File: config.mk
export PLATFORM = sky130hd
export DESIGN_NAME = budgeted_priority_job_scheduler_core_flat
export DESIGN_NICKNAME = d
export VERILOG_FILES = /design/src/bpjs_pkg.sv /design/src/bpjs_if.sv /design/src/bpjs_ram.sv /design/src/bpjs_scan.sv /design/src/budgeted_priority_job_scheduler_core.sv /design/src/flat_wrapper.sv
export SDC_FILE = /design/constraint.sdc
export NUM_CORES = 2
export LEC_CHECK = 0
export ABC_AREA = 1
export BUFFER_PORTS_ARGS = -buffer_cell sky130_fd_sc_hd__buf_2
export CAP_MARGIN = 20
export CELL_PAD_IN_SITES_DETAIL_PLACEMENT = 1
export CELL_PAD_IN_SITES_GLOBAL_PLACEMENT = 1
export CORE_ASPECT_RATIO = 0.5
export CORE_MARGIN = 8
export CORE_UTILIZATION = 55
export CTS_CLUSTER_SIZE = 16
export DETAILED_ROUTE_END_ITERATION = 10
export MAX_ROUTING_LAYER = met4
export PLACE_DENSITY_LB_ADDON = 0.1
export SLEW_MARGIN = 20
export SYNTH_ARGS = -nofsm -noshare
export SYNTH_HDL_FRONTEND = slang
export SYNTH_SLANG_ARGS = --single-unit
export TNS_END_PERCENT = 10
File: constraint.sdc
create_clock -name clk -period 16.6 [get_ports clk]
set_input_delay 0.83 -clock clk [delete_from_list [all_inputs] [get_ports clk]]
set_output_delay 0.83 -clock clk [all_outputs]
set_load 0.01 [all_outputs]
File: src/bpjs_pkg.sv
`default_nettype none
package bpjs_pkg;

    localparam int ENTRIES_DEF   = 16;
    localparam int MAX_TICKS_DEF = 63;
    localparam int KEY_W         = 64;
    localparam int TICK_W        = 16;
    localparam int PRIO_W        = 16;
    localparam int SEQ_W         = 32;
    localparam int BUDGET_W      = 32;
    localparam int RUN_W         = 6;
    localparam int COUNT_W       = 5;

    typedef enum logic [2:0] {
        MODE_ADD      = 3'd0,
        MODE_REMOVE   = 3'd1,
        MODE_PRIORITY = 3'd2,
        MODE_HOLD     = 3'd3,
        MODE_RESIDENT = 3'd4,
        MODE_SPEND    = 3'd5
    } mode_t;

    typedef enum logic [1:0] {
        ST_PENDING  = 2'd0,
        ST_RUNNING  = 2'd1,
        ST_RESIDENT = 2'd2
    } status_t;

    localparam logic [1:0] KIND_SUMMARY = 2'd0;
    localparam logic [1:0] KIND_TICK    = 2'd1;
    localparam logic [1:0] KIND_DONE    = 2'd2;

    typedef struct packed {
        logic [KEY_W-1:0]         key;
        logic signed [PRIO_W-1:0] prio;
        logic [SEQ_W-1:0]         seq;
        logic [TICK_W-1:0]        tick_count;
        logic [TICK_W-1:0]        ticks_done;
        logic [TICK_W-1:0]        cost;
        logic                     held;
        status_t                  status;
    } rec_t;

    localparam int REC_W = $bits(rec_t);

    typedef struct packed {
        logic               match_found;
        logic               free_found;
        logic               best_found;
        logic [COUNT_W-1:0] pend;
        logic [COUNT_W-1:0] sel;
        logic [COUNT_W-1:0] res;
    } scan_stat_t;

endpackage
`default_nettype wire

File: src/bpjs_if.sv
`default_nettype none
interface bpjs_in_if;
    import bpjs_pkg::*;
    logic                     valid;
    logic                     ready;
    logic [2:0]               mode;
    logic [KEY_W-1:0]         job_key;
    logic [TICK_W-1:0]        total_ticks;
    logic signed [PRIO_W-1:0] job_priority;
    logic [TICK_W-1:0]        tick_cost;
    logic                     hold;
    logic [BUDGET_W-1:0]      budget;

    modport source (output valid, mode, job_key, total_ticks, job_priority, tick_cost,
                    hold, budget, input ready);
    modport sink (input valid, mode, job_key, total_ticks, job_priority, tick_cost,
                  hold, budget, output ready);
endinterface

interface bpjs_out_if;
    import bpjs_pkg::*;
    logic               valid;
    logic               ready;
    logic [1:0]         kind;
    logic               ok;
    logic [KEY_W-1:0]   result_key;
    logic [TICK_W-1:0]  tick_index;
    logic [TICK_W-1:0]  tick_total;
    logic [RUN_W-1:0]   ticks_run;
    logic [COUNT_W-1:0] pending_count;
    logic [COUNT_W-1:0] selectable_count;
    logic [COUNT_W-1:0] resident_count;
    logic               next_valid;
    logic [KEY_W-1:0]   next_key;
    logic               last;

    modport source (output valid, kind, ok, result_key, tick_index, tick_total, ticks_run,
                    pending_count, selectable_count, resident_count, next_valid,
                    next_key, last, input ready);
    modport sink (input valid, kind, ok, result_key, tick_index, tick_total, ticks_run,
                  pending_count, selectable_count, resident_count, next_valid,
                  next_key, last, output ready);
endinterface
`default_nettype wire

File: src/bpjs_ram.sv
`default_nettype none
module bpjs_ram #(
    parameter int WIDTH = 8,
    parameter int DEPTH = 16
) (
    input  wire logic                     clk,
    input  wire logic                     we,
    input  wire logic [$clog2(DEPTH)-1:0] waddr,
    input  wire logic [WIDTH-1:0]         wdata,
    input  wire logic [$clog2(DEPTH)-1:0] raddr,
    output logic      [WIDTH-1:0]         rdata
);

    logic [WIDTH-1:0] mem [DEPTH];

    always_ff @(posedge clk)
    begin
        if (we)
        begin
            mem[waddr] <= wdata;
        end
        rdata <= mem[raddr];
    end

endmodule
`default_nettype wire

File: src/bpjs_scan.sv
`default_nettype none
module bpjs_scan
    import bpjs_pkg::*;
#(
    parameter int ENTRIES = ENTRIES_DEF
) (
    input  wire logic                       clk,
    input  wire logic                       rst_n,
    input  wire logic                       clr,
    input  wire logic                       en,
    input  wire logic [$clog2(ENTRIES)-1:0] idx,
    input  wire logic                       vld,
    input  wire rec_t                       rec,
    input  wire logic [KEY_W-1:0]           key,
    output scan_stat_t                      stat,
    output logic [$clog2(ENTRIES)-1:0]      match_idx,
    output logic [$clog2(ENTRIES)-1:0]      free_idx,
    output logic [$clog2(ENTRIES)-1:0]      best_idx,
    output rec_t                            match_rec,
    output rec_t                            best_rec
);

    localparam int IDX_W = $clog2(ENTRIES);

    scan_stat_t stat_reg;
    logic [IDX_W-1:0] match_idx_reg, free_idx_reg, best_idx_reg;
    rec_t match_rec_reg, best_rec_reg;
    logic hit, sel, better;

    assign hit = vld && (rec.key == key);
    assign sel = vld && (rec.status != ST_RESIDENT) && !rec.held;
    assign better = sel && (!stat_reg.best_found || (rec.prio > best_rec_reg.prio)
                    || ((rec.prio == best_rec_reg.prio) && (rec.seq < best_rec_reg.seq)));

    always_ff @(posedge clk or negedge rst_n)
    begin
        if (!rst_n)
        begin
            stat_reg <= '0;
        end
        else if (clr)
        begin
            stat_reg <= '0;
        end
        else if (en)
        begin
            if (hit && !stat_reg.match_found)
            begin
                stat_reg.match_found <= 1'b1;
            end
            if (!vld && !stat_reg.free_found)
            begin
                stat_reg.free_found <= 1'b1;
            end
            if (better)
            begin
                stat_reg.best_found <= 1'b1;
            end
            if (vld && (rec.status == ST_RESIDENT))
            begin
                stat_reg.res <= stat_reg.res + 1'b1;
            end
            if (vld && (rec.status != ST_RESIDENT))
            begin
                stat_reg.pend <= stat_reg.pend + 1'b1;
            end
            if (sel)
            begin
                stat_reg.sel <= stat_reg.sel + 1'b1;
            end
        end
    end

    always_ff @(posedge clk)
    begin
        if (en)
        begin
            if (hit && !stat_reg.match_found)
            begin
                match_idx_reg <= idx;
                match_rec_reg <= rec;
            end
            if (!vld && !stat_reg.free_found)
            begin
                free_idx_reg <= idx;
            end
            if (better)
            begin
                best_idx_reg <= idx;
                best_rec_reg <= rec;
            end
        end
    end

    assign stat      = stat_reg;
    assign match_idx = match_idx_reg;
    assign free_idx  = free_idx_reg;
    assign best_idx  = best_idx_reg;
    assign match_rec = match_rec_reg;
    assign best_rec  = best_rec_reg;

endmodule
`default_nettype wire

File: src/budgeted_priority_job_scheduler_core.sv
`default_nettype none
// Job table of ENTRIES records in one RAM, swept one entry per cycle by a single
// compare/count unit. Add, remove, set priority, set held and mark resident take
// two sweeps; spend takes one sweep per tick run plus one more, each followed by
// its result beat. The block takes one item at a time.
module budgeted_priority_job_scheduler_core
    import bpjs_pkg::*;
#(
    parameter int ENTRIES   = ENTRIES_DEF,
    parameter int MAX_TICKS = MAX_TICKS_DEF
) (
    input wire logic    clk,
    input wire logic    rst_n,
    bpjs_in_if.sink     in_ch,
    bpjs_out_if.source  out_ch
);

    localparam int IDX_W = $clog2(ENTRIES);
    localparam int CNT_W = $clog2(ENTRIES + 1);

    typedef enum logic [1:0] {S_IDLE, S_SCAN, S_ACT, S_OUT} state_t;

    state_t state_reg, state_next;
    logic post_reg, post_next;
    logic [CNT_W-1:0] cnt_reg, cnt_next;
    logic rd_vld_reg, rd_vld_next;
    logic [IDX_W-1:0] rd_idx_reg, rd_idx_next;
    logic [ENTRIES-1:0] vbits_reg, vbits_next;
    logic [SEQ_W-1:0] seq_reg, seq_next;
    logic [RUN_W-1:0] ticks_reg, ticks_next;
    logic [BUDGET_W-1:0] spent_reg, spent_next;
    logic ok_reg, ok_next;

    mode_t mode_reg;
    logic [KEY_W-1:0] key_reg;
    logic [TICK_W-1:0] tin_reg, cin_reg;
    logic signed [PRIO_W-1:0] prio_reg;
    logic hold_reg;
    logic [BUDGET_W-1:0] budget_reg;

    logic o_valid_reg, o_valid_next;
    logic [1:0] o_kind_reg, o_kind_next;
    logic o_ok_reg, o_ok_next;
    logic [KEY_W-1:0] o_rkey_reg, o_rkey_next;
    logic [TICK_W-1:0] o_idx_reg, o_idx_next, o_tot_reg, o_tot_next;
    logic [RUN_W-1:0] o_run_reg, o_run_next;
    logic [COUNT_W-1:0] o_pend_reg, o_pend_next, o_sel_reg, o_sel_next;
    logic [COUNT_W-1:0] o_res_reg, o_res_next;
    logic o_nv_reg, o_nv_next;
    logic [KEY_W-1:0] o_nkey_reg, o_nkey_next;
    logic o_last_reg, o_last_next;

    logic ram_we;
    logic [IDX_W-1:0] ram_waddr;
    rec_t ram_wdata, ram_rdata, w_rec;
    logic [REC_W-1:0] ram_rbits;

    logic scan_clr;
    scan_stat_t stat;
    logic [IDX_W-1:0] match_idx, free_idx, best_idx;
    rec_t match_rec, best_rec;

    logic fits;
    logic [TICK_W-1:0] done_inc;

    bpjs_ram #(.WIDTH(REC_W), .DEPTH(ENTRIES)) u_ram (
        .clk   (clk),
        .we    (ram_we),
        .waddr (ram_waddr),
        .wdata (ram_wdata),
        .raddr (cnt_reg[IDX_W-1:0]),
        .rdata (ram_rbits)
    );
    assign ram_rdata = rec_t'(ram_rbits);

    bpjs_scan #(.ENTRIES(ENTRIES)) u_scan (
        .clk       (clk),
        .rst_n     (rst_n),
        .clr       (scan_clr),
        .en        (rd_vld_reg),
        .idx       (rd_idx_reg),
        .vld       (vbits_reg[rd_idx_reg]),
        .rec       (ram_rdata),
        .key       (key_reg),
        .stat      (stat),
        .match_idx (match_idx),
        .free_idx  (free_idx),
        .best_idx  (best_idx),
        .match_rec (match_rec),
        .best_rec  (best_rec)
    );

    assign in_ch.ready = (state_reg == S_IDLE);
    assign done_inc = best_rec.ticks_done + 1'b1;
    assign fits = ((ticks_reg == '0) && (budget_reg != '0))
                  || (({1'b0, spent_reg} + (BUDGET_W + 1)'(best_rec.cost))
                      <= {1'b0, budget_reg});

    always_comb
    begin
        state_next   = state_reg;
        post_next    = post_reg;
        cnt_next     = cnt_reg;
        rd_vld_next  = 1'b0;
        rd_idx_next  = cnt_reg[IDX_W-1:0];
        vbits_next   = vbits_reg;
        seq_next     = seq_reg;
        ticks_next   = ticks_reg;
        spent_next   = spent_reg;
        ok_next      = ok_reg;
        o_valid_next = o_valid_reg;
        o_kind_next  = o_kind_reg;
        o_ok_next    = o_ok_reg;
        o_rkey_next  = o_rkey_reg;
        o_idx_next   = o_idx_reg;
        o_tot_next   = o_tot_reg;
        o_run_next   = o_run_reg;
        o_pend_next  = o_pend_reg;
        o_sel_next   = o_sel_reg;
        o_res_next   = o_res_reg;
        o_nv_next    = o_nv_reg;
        o_nkey_next  = o_nkey_reg;
        o_last_next  = o_last_reg;
        scan_clr     = 1'b0;
        ram_we       = 1'b0;
        ram_waddr    = match_idx;
        w_rec        = match_rec;
        ram_wdata    = match_rec;
        unique case (state_reg)
            S_IDLE:
            begin
                if (in_ch.valid)
                begin
                    state_next = S_SCAN;
                    post_next  = 1'b0;
                    cnt_next   = '0;
                    ticks_next = '0;
                    spent_next = '0;
                    ok_next    = 1'b0;
                    scan_clr   = 1'b1;
                end
            end
            S_SCAN:
            begin
                if (cnt_reg != CNT_W'(ENTRIES))
                begin
                    rd_vld_next = 1'b1;
                    cnt_next    = cnt_reg + 1'b1;
                end
                else if (!rd_vld_reg)
                begin
                    state_next = S_ACT;
                end
            end
            S_ACT:
            begin
                if ((mode_reg == MODE_SPEND) || post_reg)
                begin
                    if ((mode_reg == MODE_SPEND) && (ticks_reg != RUN_W'(MAX_TICKS))
                        && stat.best_found && fits)
                    begin
                        w_rec            = best_rec;
                        w_rec.ticks_done = done_inc;
                        w_rec.status = (done_inc >= best_rec.tick_count) ? ST_RESIDENT
                                                                         : ST_RUNNING;
                        ram_we      = 1'b1;
                        ram_waddr   = best_idx;
                        ram_wdata   = w_rec;
                        ticks_next  = ticks_reg + 1'b1;
                        spent_next  = spent_reg + BUDGET_W'(best_rec.cost);
                        o_kind_next = (done_inc >= best_rec.tick_count) ? KIND_DONE
                                                                        : KIND_TICK;
                        o_ok_next   = 1'b0;
                        o_rkey_next = best_rec.key;
                        o_idx_next  = best_rec.ticks_done;
                        o_tot_next  = best_rec.tick_count;
                        o_run_next  = '0;
                        o_pend_next = '0;
                        o_sel_next  = '0;
                        o_res_next  = '0;
                        o_nv_next   = 1'b0;
                        o_nkey_next = '0;
                        o_last_next = 1'b0;
                    end
                    else
                    begin
                        o_kind_next = KIND_SUMMARY;
                        o_ok_next   = (mode_reg == MODE_SPEND) ? 1'b1 : ok_reg;
                        o_rkey_next = '0;
                        o_idx_next  = '0;
                        o_tot_next  = '0;
                        o_run_next  = ticks_reg;
                        o_pend_next = stat.pend;
                        o_sel_next  = stat.sel;
                        o_res_next  = stat.res;
                        o_nv_next   = stat.best_found;
                        o_nkey_next = stat.best_found ? best_rec.key : '0;
                        o_last_next = 1'b1;
                    end
                    o_valid_next = 1'b1;
                    state_next   = S_OUT;
                end
                else
                begin
                    unique case (mode_reg)
                        MODE_ADD:
                        begin
                            if (!stat.match_found && stat.free_found)
                            begin
                                w_rec.key        = key_reg;
                                w_rec.prio       = prio_reg;
                                w_rec.seq        = seq_reg;
                                w_rec.tick_count = (tin_reg == '0) ? TICK_W'(1) : tin_reg;
                                w_rec.ticks_done = '0;
                                w_rec.cost       = (cin_reg == '0) ? TICK_W'(1) : cin_reg;
                                w_rec.held       = 1'b0;
                                w_rec.status     = ST_PENDING;
                                ram_we           = 1'b1;
                                ram_waddr        = free_idx;
                                ram_wdata        = w_rec;
                                vbits_next[free_idx] = 1'b1;
                                seq_next         = seq_reg + 1'b1;
                                ok_next          = 1'b1;
                            end
                        end
                        MODE_REMOVE:
                        begin
                            if (stat.match_found)
                            begin
                                vbits_next[match_idx] = 1'b0;
                                ok_next = 1'b1;
                            end
                        end
                        MODE_PRIORITY:
                        begin
                            if (stat.match_found)
                            begin
                                w_rec.prio = prio_reg;
                                ram_we     = 1'b1;
                                ram_wdata  = w_rec;
                                ok_next    = 1'b1;
                            end
                        end
                        MODE_HOLD:
                        begin
                            if (stat.match_found)
                            begin
                                w_rec.held = hold_reg;
                                ram_we     = 1'b1;
                                ram_wdata  = w_rec;
                                ok_next    = 1'b1;
                            end
                        end
                        MODE_RESIDENT:
                        begin
                            if (stat.match_found && (match_rec.status != ST_RESIDENT))
                            begin
                                w_rec.ticks_done = match_rec.tick_count;
                                w_rec.status     = ST_RESIDENT;
                                w_rec.held       = 1'b0;
                                ram_we           = 1'b1;
                                ram_wdata        = w_rec;
                                ok_next          = 1'b1;
                            end
                        end
                        default:
                        begin
                            ok_next = 1'b0;
                        end
                    endcase
                    post_next  = 1'b1;
                    cnt_next   = '0;
                    scan_clr   = 1'b1;
                    state_next = S_SCAN;
                end
            end
            S_OUT:
            begin
                if (out_ch.ready)
                begin
                    o_valid_next = 1'b0;
                    if (o_last_reg)
                    begin
                        state_next = S_IDLE;
                    end
                    else
                    begin
                        cnt_next   = '0;
                        scan_clr   = 1'b1;
                        state_next = S_SCAN;
                    end
                end
            end
            default:
            begin
                state_next = S_IDLE;
            end
        endcase
    end

    always_ff @(posedge clk or negedge rst_n)
    begin
        if (!rst_n)
        begin
            state_reg   <= S_IDLE;
            post_reg    <= 1'b0;
            cnt_reg     <= '0;
            rd_vld_reg  <= 1'b0;
            vbits_reg   <= '0;
            seq_reg     <= '0;
            ticks_reg   <= '0;
            spent_reg   <= '0;
            ok_reg      <= 1'b0;
            o_valid_reg <= 1'b0;
            o_last_reg  <= 1'b0;
        end
        else
        begin
            state_reg   <= state_next;
            post_reg    <= post_next;
            cnt_reg     <= cnt_next;
            rd_vld_reg  <= rd_vld_next;
            vbits_reg   <= vbits_next;
            seq_reg     <= seq_next;
            ticks_reg   <= ticks_next;
            spent_reg   <= spent_next;
            ok_reg      <= ok_next;
            o_valid_reg <= o_valid_next;
            o_last_reg  <= o_last_next;
        end
    end

    always_ff @(posedge clk)
    begin
        rd_idx_reg <= rd_idx_next;
        o_kind_reg <= o_kind_next;
        o_ok_reg   <= o_ok_next;
        o_rkey_reg <= o_rkey_next;
        o_idx_reg  <= o_idx_next;
        o_tot_reg  <= o_tot_next;
        o_run_reg  <= o_run_next;
        o_pend_reg <= o_pend_next;
        o_sel_reg  <= o_sel_next;
        o_res_reg  <= o_res_next;
        o_nv_reg   <= o_nv_next;
        o_nkey_reg <= o_nkey_next;
        if (in_ch.valid && in_ch.ready)
        begin
            mode_reg   <= mode_t'(in_ch.mode);
            key_reg    <= in_ch.job_key;
            tin_reg    <= in_ch.total_ticks;
            prio_reg   <= in_ch.job_priority;
            cin_reg    <= in_ch.tick_cost;
            hold_reg   <= in_ch.hold;
            budget_reg <= in_ch.budget;
        end
    end

    assign out_ch.valid            = o_valid_reg;
    assign out_ch.kind             = o_kind_reg;
    assign out_ch.ok               = o_ok_reg;
    assign out_ch.result_key       = o_rkey_reg;
    assign out_ch.tick_index       = o_idx_reg;
    assign out_ch.tick_total       = o_tot_reg;
    assign out_ch.ticks_run        = o_run_reg;
    assign out_ch.pending_count    = o_pend_reg;
    assign out_ch.selectable_count = o_sel_reg;
    assign out_ch.resident_count   = o_res_reg;
    assign out_ch.next_valid       = o_nv_reg;
    assign out_ch.next_key         = o_nkey_reg;
    assign out_ch.last             = o_last_reg;

    a_idle_no_beat: assert property (@(posedge clk) disable iff (!rst_n)
        in_ch.ready |-> !out_ch.valid)
        else $error("output beat pending while idle");

    a_write_in_act: assert property (@(posedge clk) disable iff (!rst_n)
        ram_we |-> (state_reg == S_ACT))
        else $error("table write outside action step");

    a_last_frees: assert property (@(posedge clk) disable iff (!rst_n)
        (out_ch.valid && out_ch.ready && out_ch.last) |=> in_ch.ready)
        else $error("not ready after final beat");

    a_tick_cap: assert property (@(posedge clk) disable iff (!rst_n)
        ticks_reg <= RUN_W'(MAX_TICKS))
        else $error("tick count over limit");

endmodule
`default_nettype wire
File: src/flat_wrapper.sv
// flat-port wrapper written by rule: the top's interface ports become plain ports
module budgeted_priority_job_scheduler_core_flat import bpjs_pkg::*;
#(
    parameter int ENTRIES   = ENTRIES_DEF,
    parameter int MAX_TICKS = MAX_TICKS_DEF
)
  (clk, rst_n, in_ch_valid, in_ch_mode, in_ch_job_key, in_ch_total_ticks, in_ch_job_priority, in_ch_tick_cost, in_ch_hold, in_ch_budget, in_ch_ready, out_ch_valid, out_ch_kind, out_ch_ok, out_ch_result_key, out_ch_tick_index, out_ch_tick_total, out_ch_ticks_run, out_ch_pending_count, out_ch_selectable_count, out_ch_resident_count, out_ch_next_valid, out_ch_next_key, out_ch_last, out_ch_ready);
  bpjs_in_if in_ch_i ();
  bpjs_out_if out_ch_i ();
  input wire logic clk;
  input wire logic rst_n;
  input wire logic [$bits(in_ch_i.valid)-1:0] in_ch_valid;
  input wire logic [$bits(in_ch_i.mode)-1:0] in_ch_mode;
  input wire logic [$bits(in_ch_i.job_key)-1:0] in_ch_job_key;
  input wire logic [$bits(in_ch_i.total_ticks)-1:0] in_ch_total_ticks;
  input wire logic [$bits(in_ch_i.job_priority)-1:0] in_ch_job_priority;
  input wire logic [$bits(in_ch_i.tick_cost)-1:0] in_ch_tick_cost;
  input wire logic [$bits(in_ch_i.hold)-1:0] in_ch_hold;
  input wire logic [$bits(in_ch_i.budget)-1:0] in_ch_budget;
  output wire logic [$bits(in_ch_i.ready)-1:0] in_ch_ready;
  output wire logic [$bits(out_ch_i.valid)-1:0] out_ch_valid;
  output wire logic [$bits(out_ch_i.kind)-1:0] out_ch_kind;
  output wire logic [$bits(out_ch_i.ok)-1:0] out_ch_ok;
  output wire logic [$bits(out_ch_i.result_key)-1:0] out_ch_result_key;
  output wire logic [$bits(out_ch_i.tick_index)-1:0] out_ch_tick_index;
  output wire logic [$bits(out_ch_i.tick_total)-1:0] out_ch_tick_total;
  output wire logic [$bits(out_ch_i.ticks_run)-1:0] out_ch_ticks_run;
  output wire logic [$bits(out_ch_i.pending_count)-1:0] out_ch_pending_count;
  output wire logic [$bits(out_ch_i.selectable_count)-1:0] out_ch_selectable_count;
  output wire logic [$bits(out_ch_i.resident_count)-1:0] out_ch_resident_count;
  output wire logic [$bits(out_ch_i.next_valid)-1:0] out_ch_next_valid;
  output wire logic [$bits(out_ch_i.next_key)-1:0] out_ch_next_key;
  output wire logic [$bits(out_ch_i.last)-1:0] out_ch_last;
  input wire logic [$bits(out_ch_i.ready)-1:0] out_ch_ready;
  assign in_ch_i.valid = in_ch_valid;
  assign in_ch_i.mode = in_ch_mode;
  assign in_ch_i.job_key = in_ch_job_key;
  assign in_ch_i.total_ticks = in_ch_total_ticks;
  assign in_ch_i.job_priority = in_ch_job_priority;
  assign in_ch_i.tick_cost = in_ch_tick_cost;
  assign in_ch_i.hold = in_ch_hold;
  assign in_ch_i.budget = in_ch_budget;
  assign in_ch_ready = in_ch_i.ready;
  assign out_ch_valid = out_ch_i.valid;
  assign out_ch_kind = out_ch_i.kind;
  assign out_ch_ok = out_ch_i.ok;
  assign out_ch_result_key = out_ch_i.result_key;
  assign out_ch_tick_index = out_ch_i.tick_index;
  assign out_ch_tick_total = out_ch_i.tick_total;
  assign out_ch_ticks_run = out_ch_i.ticks_run;
  assign out_ch_pending_count = out_ch_i.pending_count;
  assign out_ch_selectable_count = out_ch_i.selectable_count;
  assign out_ch_resident_count = out_ch_i.resident_count;
  assign out_ch_next_valid = out_ch_i.next_valid;
  assign out_ch_next_key = out_ch_i.next_key;
  assign out_ch_last = out_ch_i.last;
  assign out_ch_i.ready = out_ch_ready;
  budgeted_priority_job_scheduler_core #(.ENTRIES(ENTRIES), .MAX_TICKS(MAX_TICKS)) u_core (.clk(clk), .rst_n(rst_n), .in_ch(in_ch_i), .out_ch(out_ch_i));
endmodule
Word-level counts from Yosys, hierarchy flattened
Memories as Yosys holds them, arrays and structs flattened. A register that Yosys moved wholly into a read port is not among the register bits.
Index checks and enable logic that the tools add are counted.
- bits in registers: 789
- memory bits (writable): 2608
- input port bits: 152
- output and inout port bits: 188
- logic and storage cells: 254
- memories: 1
- add/subtract/negate cells: 9
- magnitude comparators: 9
- equality and inequality tests: 29
- muxes and demuxes: 84
- bitwise gates (word level): 5
- reduce and logical (&&, ||, !) cells: 63
- memory list (memory ; words ; width ; read ports ; clocked after Yosys merged registers in ; wr ports ; RTL line ; RTL):
    u_core.u_ram.mem ; 16 ; 163 ; 1 ; 1 ; 1 ; bpjs_ram.sv:14 ; logic [WIDTH-1:0] mem [DEPTH];
- operators with widths (cell ; number):
    $mux 163 ; 4
    $pmux 163 s4 ; 1
    $mux 99 ; 1
    $mux 32 ; 3
    $eq 64x64->1 ; 1
    $mux 16 ; 4
    $pmux 32 s2 ; 1
    $mux 5 ; 8
    $mux 18 ; 2
    $mux 35 ; 1
    $add 32x16->33 ; 1
    $le 33x32->1 ; 1
    $add 32x1->32 const B ; 1
    $add 32x16->32 ; 1
    $logic_not 16->1 ; 2
    $lt 32x32->1 ; 1
    $pmux 16 s2 ; 1
    $reduce_bool 32->1 ; 1
    $mux 1 ; 31
    $add 5x1->5 const B ; 4
    $mux 4 ; 5
    $pmux 5 s4 ; 1
    $reduce_and 2->1 ; 10
    $reduce_bool 2->1 ; 10
    43 further kinds ; 103

Logic depth before layout (Yosys ltp)
- depth in word-level cells: 9
- depth in mapped cells: 33

Cells and area by module
A second synthesis with hierarchy kept.
- cells, all modules: 13802
- area total of the unflattened synthesis: 150753.3 µm²
- modules (own cells, without submodules) (module ; instances ; cells an instance ; area an instance (µm²) ; sequential area each (µm²)):
    bpjs_ram ; 1 ; 9917 ; 112126.3 ; 81578.2
    budgeted_priority_job_scheduler_core ; 1 ; 2933 ; 24885.1 ; 12532.0
    bpjs_scan ; 1 ; 952 ; 13741.9 ; 10600.2

Worst setup path before layout
OpenSTA, ideal clock, no wires.
- path kind: register -> register
- start: reg u_core.u_scan.best_rec_reg (netlist bit u_core.u_scan.best_rec[7])
- end: mem u_core.u_ram.mem[2][0] (netlist bit) (enable)
- library setup time: 0.689 ns
- arrival time: 10.296 ns
- data required time: 15.911 ns
- path slack: 5.615 ns
- stages on the path, launching flop included: 27
- path buffers: 1
- cell sequence: edfxtp_1 ha_1 a21oi_1 o21ai_0 a21oi_1 inv_1 a21o_1 a21oi_1 nor2_1 xor2_1 ha_1 nand2_1 o21bai_1 a21oi_1 nor2_1 nand2_1 nand2_1 nand2_1 nand2_1 nand2_1 nand2_4 nand2_8 buf_6 nand2_1 a21oi_2 nand2_1 nor2_1
- longest elaborated chain between the ends: 9
- elaborated cells between the ends (all ways): 12
- those cells by class: 1 x add/sub; 1 x order compare; 8 x mux; 2 x reduce/logical
- ends and longest elaborated chain (item ; RTL line ; RTL):
    start: declaration ; bpjs_scan.sv:27 ; rec_t match_rec_reg, best_rec_reg;
    start signal: assignment ; bpjs_scan.sv:90 ; best_rec_reg <= rec;
    $add 32x16->33 (*) ; budgeted_priority_job_scheduler_core.sv:96 ; || (({1'b0, spent_reg} + (BUDGET_W + 1)'(best_rec.cost))
    $le 33x32->1 (*) ; budgeted_priority_job_scheduler_core.sv:97 ; <= {1'b0, budget_reg});
    $logic_or 1x1->1 (*) ; budgeted_priority_job_scheduler_core.sv:96 ;
    $logic_and 1x1->1 (*) ; budgeted_priority_job_scheduler_core.sv:160 ; && stat.best_found && fits)
    $mux 1 ; budgeted_priority_job_scheduler_core.sv:159 ; if ((mode_reg == MODE_SPEND) && (ticks_reg != RUN_W'(MAX_TICKS))
    $mux 1 ; budgeted_priority_job_scheduler_core.sv:157 ; if ((mode_reg == MODE_SPEND) || post_reg)
    $mux 1 ; budgeted_priority_job_scheduler_core.sv:129 ; unique case (state_reg)
    $mux 1 ; bpjs_ram.sv:18 ; if (we)
    $mux 1 (implied by the code) ; bpjs_ram.sv:20 ; mem[waddr] <= wdata;
    end: declaration ; bpjs_ram.sv:14 ;
Mark *: on every way between the ends. The rest lies on a longest branch, timed or not.

Worst setup path in the final report
- start: reg u_core.u_scan.best_rec_reg (netlist bit u_core.u_scan.best_rec[7])
- end: mem u_core.u_ram.mem[13][147] (netlist bit) (enable)
The elaborated chain is that of the path after synthesis.

==> impl_results.md <==
* Crit-path leading delay family: buffers and inverters
* Remaining DRCs at 0
* Clock network power share at 0.299
* Ports at 340
* DR WL met2 at 209000 um
* Sw Share at 0.337
* Worst-path clk slew at 0.07 ns
* Max_cap viols at 0
* Switching power at 8.25 mW
* M1 WL at 182000 um
* Combinational share of power at 0.238
* Pre-CTS worst setup slack at 8.22 ns
* Clk root buf: clkbuf_16
* Met3 WL post-DR at 39200 um
* CTS Buf Count at 311
* Class of the worst hold path: in2reg
* WP buf/inv at 6
* EDFF count, synth at 3277
* Initial antenna violation count at 18
* Finish-stage setup viols at 0
* All-Layer GR Usage at 0.325
* Via density at 6.46
* Most frequent cell on the critical path: a21oi_1
* Layout area overhead at 10.9%
* Asr flop ratio synth at 0.0326
* First-pass GRT wire length at 646000 um
* Remaining global-route overflow at 0
* Slew Limit Fails at 0
* Critical Path AT at 9.03 ns
* Mapped Area at 140000 sq um
* Nets at 11200
* Yosys top cell area share at 0.703
* Pleak at 53.2 nW
* Slowest CP cell: buf_4
* Yosys warns at 0
* Synth cell types at 67
* Placer Congestion at 0.842
* Post-layout min period at 8.53 ns
* DP Area at 145000 sq um
* Vias at 94300
* Cell Rows at 131
* Die W at 730 um
* Routed Antenna Nets at 0
* Wire per inst at 30.3 um
* Worst skew pair latency at 0.90 ns
* Seq/Total Area, Yosys at 0.747
* Finished Layout Cells at 14600
* Largest cells by area after synthesis: edfxtp_1 70%, o21ai_0 5.2%, nor2_1 4.6%, dfxtp_1 2.4%, nand2_1 2.3%
* Startpoint types: register
* Final HPWL DP at 247000 um
* Maximum VDD drop at 112 uV
* Largest net degree at the start of global routing at 179
* DRT Wirelength at 443000 um
* Crit path capture type: register
* Outcome: finished clean
* Final hold vios at 0
* Setup CP Type: reg2reg
* Uppermost layer routed: met4
* Critical Path RT at 17.10 ns
* Mean post-synth cell area at 13.0 sq um
* Cells after Synth at 10800
* Die H at 373 um
* Finished layout cell area at 155000 sq um
* Post-synth net total at 11000
* Top_reg_cell synth: edfxtp_1
* Setup_tns at 0 ns
* Slew @ Worst Pin at 1.19 ns
* Worst path max stage delay at 0.87 ns
* H-tree Lvls at 5
* Iteration-0 DRC Markers at 11600
* TritonRoute pass-1 iters at 6
* Synth area leader: edfxtp_1
* Post-placement cell count at 14000
* PnR worst setup slack at 8.07 ns
* Pint at 16.2 mW
* Fmax at 117 MHz
* Number of synthesized register bits at 3560
* Core area at 254000 sq um
* Total power at 24.5 mW
* CTS sink count at 3560
* Pwr Density at 158 nW/um^2
* Max-Slew Margin vs Limit at 0.208
* Vias in the first global route at 96900
* Flop pwr share at 0.463
* Share of cells above drive strength 1 at 0.0963
* Post-CTS sizing at 0
* Die area at 272000 sq um
* RSZ-0062 raised after global routing: no
* CTS tree: yes
* Max reg flops at 2608
* Setup Skew at 0.0513 ns
* Buffers on Ports at 339
* Post-route clock period utilization at 0.514
* Clock buffer depth at 4
* Initial Util at 0.551
* CP Max Fanout at 62
[final cells by class]
type,count,area (sq um)
Sequential cell,3560,105000
Fill cell,24400,98800
Multi-Input combinational cell,6044,31200
Clock buffer,436,8680
Tap cell,3391,4240
Timing Repair Buffer,519,3310
Inverter,517,1990
Clock inverter,130,1180
Antenna cell,12,30.0
[what timing repair did]
action,CTS,global route
hold endpoints to repair,61,0
setup buffers,0,0
hold buffers,1,0
[through the flow]
step / utilization / hold WS [ns]
floorplan: - / 0.345
detailed placement: 0.571 / 0.416
CTS: 0.610 / 0.0477
finish: 0.611 / 0.101
global route: 0.611 / 0.0646
global placement: 0.571 / 0.416
[worst paths after layout]
check / start / end / slack (ns) / cells past startpoint
min in group asynchronous: rst_n / u_core.vbits_reg[13]$_DFFE_PN0P_ / 0.58 / 2
hold / removal: in_ch_total_ticks[13] / u_core.tin_reg[13]$_DFFE_PP_ / 0.10 / 1
setup reg to reg: u_core.u_scan.best_rec[7]$_DFFE_PP_ / u_core.u_ram.mem[13][147]$_DFFE_PP_ / 8.07 / 27
setup / recovery: u_core.u_scan.best_rec[7]$_DFFE_PP_ / u_core.u_ram.mem[13][147]$_DFFE_PP_ / 8.07 / 27
max in group asynchronous: rst_n / u_core.u_scan.stat[4]$_DFFE_PN0P_ / 14.69 / 3
hold reg to reg: u_core.u_ram.rdata[0]$_DFF_P_ / u_core.u_scan.match_rec[0]$_DFFE_PP_ / 0.43 / 0
[power by group through the flow]
| stage | sequential [mW] | combinational (mW) | clock [mW] |
|---|---|---|---|
| after floorplan | 11.3 | 3.50 | 0 |
| after global placement | 11.5 | 5.41 | 0 |
| after detailed placement | 11.5 | 5.67 | 0 |
| after CTS | 11.3 | 5.73 | 7.37 |
| after global routing | 11.4 | 6.28 | 7.67 |
| final | 11.3 | 5.83 | 7.32 |
[synthesized netlist by cell type, types with 7 or more instances]
| library cell | instances |
|---|---|
| a21oi_1 | 101 |
| nor3_1 | 45 |
| a22oi_1 | 117 |
| nor2_1 | 1729 |
| nand4_1 | 53 |
| a32oi_1 | 10 |
| a211oi_1 | 8 |
| a21o_1 | 7 |
| nand3_1 | 342 |
| nor2_2 | 10 |
| nand2_1 | 846 |
| o221ai_1 | 265 |
| xnor2_1 | 22 |
| or2_2 | 17 |
| o31ai_1 | 8 |
| a31oi_1 | 16 |
| xor2_1 | 64 |
| buf_6 | 7 |
| nor3b_1 | 12 |
| inv_1 | 500 |
| ha_1 | 120 |
| nor4_1 | 24 |
| o21ai_1 | 168 |
| clkbuf_1 | 537 |
| o21ai_0 | 1468 |
| o22ai_1 | 424 |
| edfxtp_1 | 3277 |
| o211ai_1 | 103 |
| dfrtp_1 | 116 |
| buf_1 | 42 |
| dfxtp_1 | 167 |
| nand2_2 | 10 |
| buf_2 | 48 |
| inv_2 | 11 |
[cells in the final DEF, fill, tap and decap left out, drive strengths merged, types with 116 or more instances in the layout]
| cell type | Yosys | final |
|---|---|---|
| o22ai | 424 | 424 |
| buf | 103 | 513 |
| edfxtp | 3277 | 3277 |
| clkbuf | 537 | 441 |
| o21ai | 1637 | 1637 |
| ha | 120 | 120 |
| dfrtp | 116 | 116 |
| nand2 | 861 | 861 |
| nor2 | 1746 | 1746 |
| o221ai | 265 | 265 |
| dfxtp | 167 | 167 |
| inv | 512 | 527 |
| a22oi | 118 | 118 |
| nand3 | 344 | 344 |
[routing by layer]
metal	up-vias	GRT usage
li1	39900	-
met3	787	0.0520
met4	0	0.0954
met2	4662	0.505
met5	-	-
met1	48900	0.447
[cells by family (layout without fill, tap and decap cells)]
| group | Yosys count | after routing | share of synthesized area |
|---|---|---|---|
| compound gates | 2710 | 2710 | 0.113 |
| xor+xnor | 86 | 86 | 0.00538 |
| fa+ha+maj | 121 | 121 | 0.0109 |
| buf+inv | 1157 | 1602 | 0.0320 |
| flops | 3560 | 3560 | 0.747 |
| mux | 1 | 1 | 0.0000715 |
| other cells | 0 | 12 | 0 |
| simple gates | 3126 | 3126 | 0.0914 |
(Power assumes the default switching activity.)
